$ cat config.mk
export PLATFORM = sky130hd
export DESIGN_NAME = r5dr_div
export DESIGN_NICKNAME = d
export VERILOG_FILES = /design/src/rtl/r5dr_pkg.sv /design/src/rtl/r5dr_div.sv
export SDC_FILE = /design/constraint.sdc
export NUM_CORES = 1
export LEC_CHECK = 0
export ABC_AREA = 1
export BUFFER_PORTS_ARGS = -buffer_cell sky130_fd_sc_hd__clkbuf_2
export CORE_UTILIZATION = 35
export DETAILED_ROUTE_END_ITERATION = 16
export PLACE_DENSITY = 0.54
export SYNTH_ARGS = -nofsm -noshare
export SYNTH_HDL_FRONTEND = slang
export SYNTH_SLANG_ARGS = --single-unit
$ cat constraint.sdc
create_clock -name clk_i -period 1.9 [get_ports clk_i]
set_clock_uncertainty 0.1 [all_clocks]
set_input_delay 0.285 -clock clk_i [delete_from_list [all_inputs] [get_ports clk_i]]
set_output_delay 0.285 -clock clk_i [all_outputs]
set_load 0.02 [all_outputs]
$ cat src/rtl/r5dr_pkg.sv
`timescale 1ns / 1ps

package r5dr_pkg;

  localparam int unsigned DEF_MAX_DISKS = 8;
  localparam int unsigned DEF_MAX_WORDS = 1024;

  localparam int unsigned WORD_W    = 32;
  localparam int unsigned ADDR_W    = 16;
  localparam int unsigned SB_W      = 11;
  localparam int unsigned DC_W      = 4;
  localparam int unsigned DI_W      = 3;
  localparam int unsigned WI_W      = 10;
  localparam int unsigned CFG_IDX_W = 2;
  localparam int unsigned BLK_W     = ADDR_W + SB_W + 1;
  localparam int unsigned DIV_STEPS = ADDR_W;
  localparam int unsigned CNT_W     = $clog2(DIV_STEPS);

  localparam logic [DC_W-1:0] DISK_COUNT_RST = DC_W'(2);
  localparam logic [SB_W-1:0] STRIPE_RST     = SB_W'(1);
  localparam logic [SB_W-1:0] WPD_RST        = SB_W'(1024);

  typedef enum logic {
    FUNC_LOAD = 1'b0,
    FUNC_READ = 1'b1
  } func_e;

  typedef enum logic [CFG_IDX_W-1:0] {
    CFG_DISK_COUNT     = 2'd0,
    CFG_STRIPE_BLOCKS  = 2'd1,
    CFG_WORDS_PER_DISK = 2'd2
  } cfg_reg_e;

  typedef enum logic [3:0] {
    S_IDLE,
    S_CHECK,
    S_DIV1,
    S_DIV2,
    S_DIV3,
    S_LOOK,
    S_ONE,
    S_XOR,
    S_XLAST,
    S_FIN
  } r5dr_state_e;

  typedef struct packed {
    logic              start;
    logic [ADDR_W-1:0] dividend;
    logic [SB_W-1:0]   divisor;
  } div_req_t;

  typedef struct packed {
    logic              busy;
    logic              done;
    logic [ADDR_W-1:0] quo;
    logic [SB_W-1:0]   rem;
  } div_rsp_t;

endpackage

$ cat src/rtl/r5dr_div.sv
`timescale 1ns / 1ps

module r5dr_div
  import r5dr_pkg::*;
(
  input  logic     clk_i,
  input  logic     rst_ni,
  input  div_req_t req_i,
  output div_rsp_t rsp_o
);

  localparam logic [CNT_W-1:0] LastStep = CNT_W'(DIV_STEPS - 1);

  logic              busy_q, busy_d;
  logic              done_q, done_d;
  logic [CNT_W-1:0]  cnt_q, cnt_d;
  logic [SB_W-1:0]   rem_q, rem_d;
  logic [ADDR_W-1:0] quo_q, quo_d;
  logic [SB_W-1:0]   dvs_q, dvs_d;

  logic [SB_W:0]     trial;
  logic [SB_W:0]     diff;
  logic              fits;

  assign trial = {rem_q, quo_q[ADDR_W-1]};
  assign diff  = trial - {1'b0, dvs_q};
  assign fits  = trial >= {1'b0, dvs_q};

  always_comb begin
    busy_d = busy_q;
    done_d = 1'b0;
    cnt_d  = cnt_q;
    rem_d  = rem_q;
    quo_d  = quo_q;
    dvs_d  = dvs_q;
    if (req_i.start) begin
      busy_d = 1'b1;
      cnt_d  = '0;
      rem_d  = '0;
      quo_d  = req_i.dividend;
      dvs_d  = req_i.divisor;
    end else if (busy_q) begin
      rem_d = fits ? diff[SB_W-1:0] : trial[SB_W-1:0];
      quo_d = {quo_q[ADDR_W-2:0], fits};
      cnt_d = cnt_q + CNT_W'(1);
      if (cnt_q == LastStep) begin
        busy_d = 1'b0;
        done_d = 1'b1;
      end
    end
  end

  always_ff @(posedge clk_i or negedge rst_ni) begin
    if (!rst_ni) begin
      busy_q <= 1'b0;
      done_q <= 1'b0;
      cnt_q  <= '0;
    end else begin
      busy_q <= busy_d;
      done_q <= done_d;
      cnt_q  <= cnt_d;
    end
  end

  always_ff @(posedge clk_i) begin
    rem_q <= rem_d;
    quo_q <= quo_d;
    dvs_q <= dvs_d;
  end

  assign rsp_o.busy = busy_q;
  assign rsp_o.done = done_q;
  assign rsp_o.quo  = quo_q;
  assign rsp_o.rem  = rem_q;

endmodule

After elaboration in Yosys (flattened, before gate mapping)
Index checks and enable logic that the tools add are counted.

Register bits after elaboration: 44. Output and inout bits: 29.

Add/subtract/negate cells: 2. Order comparisons: 1. Equality and inequality tests: 1. Muxes and demuxes: 11. Reduce and logical (&&, ||, !) cells: 1.

Operators with widths (number): 16-bit two-way mux (2); 12-bit by 11-bit >= comparator with 1-bit output (1); 11-bit two-way mux (1); 11-bit subtractor (1); 4-bit two-way mux (2); 1-bit two-way mux (6); 4-bit by 1-bit adder with 4-bit output, second input constant (1); 4-bit == test, second input constant (1); 2-bit nonzero test (1).

Depth between registers and ports, before layout
Depth in word-level cells: 4. Gate-level depth with buffers: 12. Mapped depth without buffers: 12.

Least setup slack after synthesis
OpenSTA, ideal clock, no wires.

Kind: register to register. Start point: register quo_q[15]. End point: register rem_q[7]. Arrival: 1.831 ns. Required time: 1.687 ns. Setup slack: -0.144 ns. Cell stages (with the launch flop): 13. Path buffers: 1. Cell sequence: edfxtp_1 > inv_1 > ha_1 > fa_1 > inv_1 > nand3_1 > nand3_2 > nand2_2 > nand4_4 > buf_12 > nand3_2 > nand3_1 > nand2_1.

Longest elaborated chain between the ends: 2. Elaborated cells between the ends (all ways): 3. Classes of those cells: add/sub (1); order compare (1); mux (1).

Ends and longest elaborated chain: start, declared (RTL line r5dr_div.sv:18) `logic [ADDR_W-1:0] quo_q, quo_d;`; start signal, assigned (RTL line r5dr_div.sv:67) `quo_q <= quo_d;`; 11-bit subtractor / 12-bit by 11-bit >= comparator with 1-bit output (equally long branches) (RTL line r5dr_div.sv:26, r5dr_div.sv:27); 11-bit two-way mux * (RTL line r5dr_div.sv:43) `rem_d = fits ? diff[SB_W-1:0] : trial[SB_W-1:0];`; end signal, assigned (RTL line r5dr_div.sv:66) `rem_q <= rem_d;`; end, declared (RTL line r5dr_div.sv:17) `logic [SB_W-1:0] rem_q, rem_d;`.

Mark *: on every way between the ends. The rest lies on a longest branch, timed or not. A chain may end at the register's enable or synchronous reset.

Worst setup path in the final report
Start point: register dvs_q[0]. End point: register rem_q[7].

Longest elaborated chain between the ends: 2. Elaborated cells between the ends (all ways): 3. Classes of those cells: add/sub (1); order compare (1); mux (1).

Ends and longest elaborated chain: start, declared (RTL line r5dr_div.sv:19) `logic [SB_W-1:0] dvs_q, dvs_d;`; start signal, assigned (RTL line r5dr_div.sv:68) `dvs_q <= dvs_d;`; 11-bit subtractor / 12-bit by 11-bit >= comparator with 1-bit output (equally long branches) (RTL line r5dr_div.sv:26, r5dr_div.sv:27); 11-bit two-way mux * (RTL line r5dr_div.sv:43).

Marks and branches as above.

==> qor.yml <==
status: "complete, but fails checks"
violations: "negative setup slack"
synth_cells: 327
max_cap_violations: 0
cts_sinks: 44
clkTransAtPathRegs_ps: 90
place_congestion: 0.928
synth_cell_types: 33
port_buffers: 58
cts-root-buf: "clkbuf_8"
critPathMaxFanout: 8
rows: 31
worst_pin_slew_ps: 344
hold-worst-slack_ps: 48.4
crit_path_end_kind: "flip-flop"
syn_nets: 370
yosysTopAreaCell: "edfxtp_1"
relSlewSlack_pct: 77.0
num_vias: 2315
crit_top_cell: "nand3_2"
path_delay_family: "adder cells"
stdcell_area_um2: 3320
pre_cts_ws_ps: -41.7
antenna_cells: 0
required_ps: 2000
setup_violations: 4
crit_arrival_ps: 2020
insertion_delay_ps: 300
cp-start-kind: "flip-flop"
drtIter0Drc: 127
place_hpwl_um: 4720
min_path_type: "input pin to flip-flop"
die_w_um: 88.7
ys_seq_elements: 44
core_um2: 7250
seq_area_um2: 1180
final_cell_mix: "nand2_1, clkbuf_2, inv_1"
initial_core_util_pct: 36.3
placed_cell_area_um2: 3140
numCtsBuffers: 5
ios: 59
maxSlewViolCount: 0
setup_tns_ps: -24.4
die_h_um: 88.7
yosysWarnings: 0
final_nets: 450
crit_buf_inv: 2
grt-ovfl-total: 0
drc: 0
track_usage_pct: 17.7
dieArea_um2: 7870
routed_wl_um: 6340
postSynthAreaPerCell_um2: 8.04
cp-startpoint: "dvs_q[0]"
finalNonFillerCells: 507
grt_pass1_wl_um: 10500
finalPower_mw: 4.36
cpMaxStageDelayCell: "edfxtp_1"
final_layout_size_suffix_gt1_share_pct: 32.8
rsz0062_at_grt: "true"
postLayoutSetupSlackWorst_ps: -18.7
fmax_mhz: 521
grt_max_degree: 24
utilization_pct: 45.8
p_leak_nw: 1.72
reg2reg_from: "dvs_q[0]"
vias_per_cell: 4.57
cts_buffer_depth: 2
areaGrowthSynthToFinish_pct: 26.4
period_share_pct: 101
dpl.cell_count: 492
synth_top_area_share_pct: 30.8
ys_seq_area_share_pct: 44.9
grt_pass1_vias: 2303
final_common_cell: "nand2_1"
antenna_found_initial: 0
ant_nets: 0
hold_viol: 0
cts_tree: "built"
finalCriticalPeriod_ps: 1920
syn_area_um2: 2630
vdd_drop_max_mv: 0.480
routedWlPerCell_um: 12.5
power_density_nw_per_um2: 1310
critical_path.max_stage_delay_ps: 420
holdCritStartpoint: "req_i[3]"
dr.pass1.iters: 4
fillCellCount: 731
yosys-top-cells-area: "edfxtp_1, nand2_1, dfxtp_1"
multi_input_area_um2: 1230
path_cells: "ha_4 > fa_2 > inv_2 > nand3_2 > nand3_2 > nand2_2 > nand4_4 > buf_12 > nand3_2 > nand3_2 > nand2_1"
htreeDepth: 2
critPathKind: "flip-flop to flip-flop"
==> kinds of logic after synthesis <==
group | synth area share [%]
adder cells (fa/ha/maj) | 6.47
buffers and inverters | 11.0
AO/OA/AOI/OAI | 1.71
XOR/XNOR | 0.999
AND/OR/NAND/NOR | 34.9
flip-flops | 44.9
==> final timing paths <==
check	end	slack, ps	depth (start not counted)
worst max-delay path	rem_q[7]	-20	11
min in group asynchronous	cnt_q[2]	230	2
worst min register to register	rem_q[3]	400	2
worst min-delay path	dvs_q[3]	50	1
worst max register to register	rem_q[7]	-20	11
max in group asynchronous	done_q	1310	2
==> final cells by class <==
cell class | instances | share of cell area (%)
Clock buffer | 6 | 2.18
Clock inverter | 2 | 0.339
Inverter | 53 | 5.99
Multi-Input combinational cell | 219 | 37.2
Sequential cell | 44 | 35.5
Tap cell | 99 | 3.73
Timing Repair Buffer | 84 | 15.1
==> cell usage after synthesis (all sizes together) <==
| cell type | number |
|---|---|
| a21oi | 5 |
| a31oi | 1 |
| and2 | 1 |
| buf | 8 |
| clkbuf | 3 |
| clkinv | 1 |
| dfrtp | 6 |
| dfxtp | 11 |
| edfxtp | 27 |
| fa | 1 |
| ha | 12 |
| inv | 52 |
| nand2 | 127 |
| nand3 | 30 |
| nand4 | 15 |
| nor2 | 15 |
| nor3 | 5 |
| nor4 | 1 |
| o21ai | 2 |
| or2 | 1 |
| xnor2 | 2 |
| xor2 | 1 |
==> registers in the layout, summed over array words and instances (netlist names) <==
register,flops
rem_q,11
dvs_q,11
cnt_q,4
done_q,1
busy_q,1
quo_q,16
==> per-layer routing <==
layer | vias to the layer above | part of all wire (%) | GRT usage (%)
met1 | 1057 | 46 | 22.4
met5 | - | 0 | 0
met2 | 52 | 47 | 29.5
li1 | 1202 | - | -
met4 | 0 | 0.90 | 5.13
met3 | 4 | 5.6 | 5.13
==> worst register-to-register path, stage by stage, from the launching register on <==
cell and delay, ps:
edfxtp_1 420, ha_4 190, fa_2 370, inv_2 70, nand3_2 60, nand3_2 100, nand2_2 80, nand4_4 100
buf_12 140, nand3_2 80, nand3_2 70, nand2_1 50
==> power by group <==
part	internal, mW	leakage, nW	switching (mW)
clock network	0.256	0.0388	0.340
registers	1.19	0.451	0.121
logic	0.998	1.23	1.45
total	2.45	1.72	1.91
==> repair_timing <==
action,4_1_cts,5_1_grt
gates resized for setup,7,2
hold buffers,1,0
hold endpoints to repair,6,0
setup buffers,5,1
pin swaps,2,2
endpoints found under the setup margin,10,11
No activity file was read; power rests on OpenSTA's default activity.
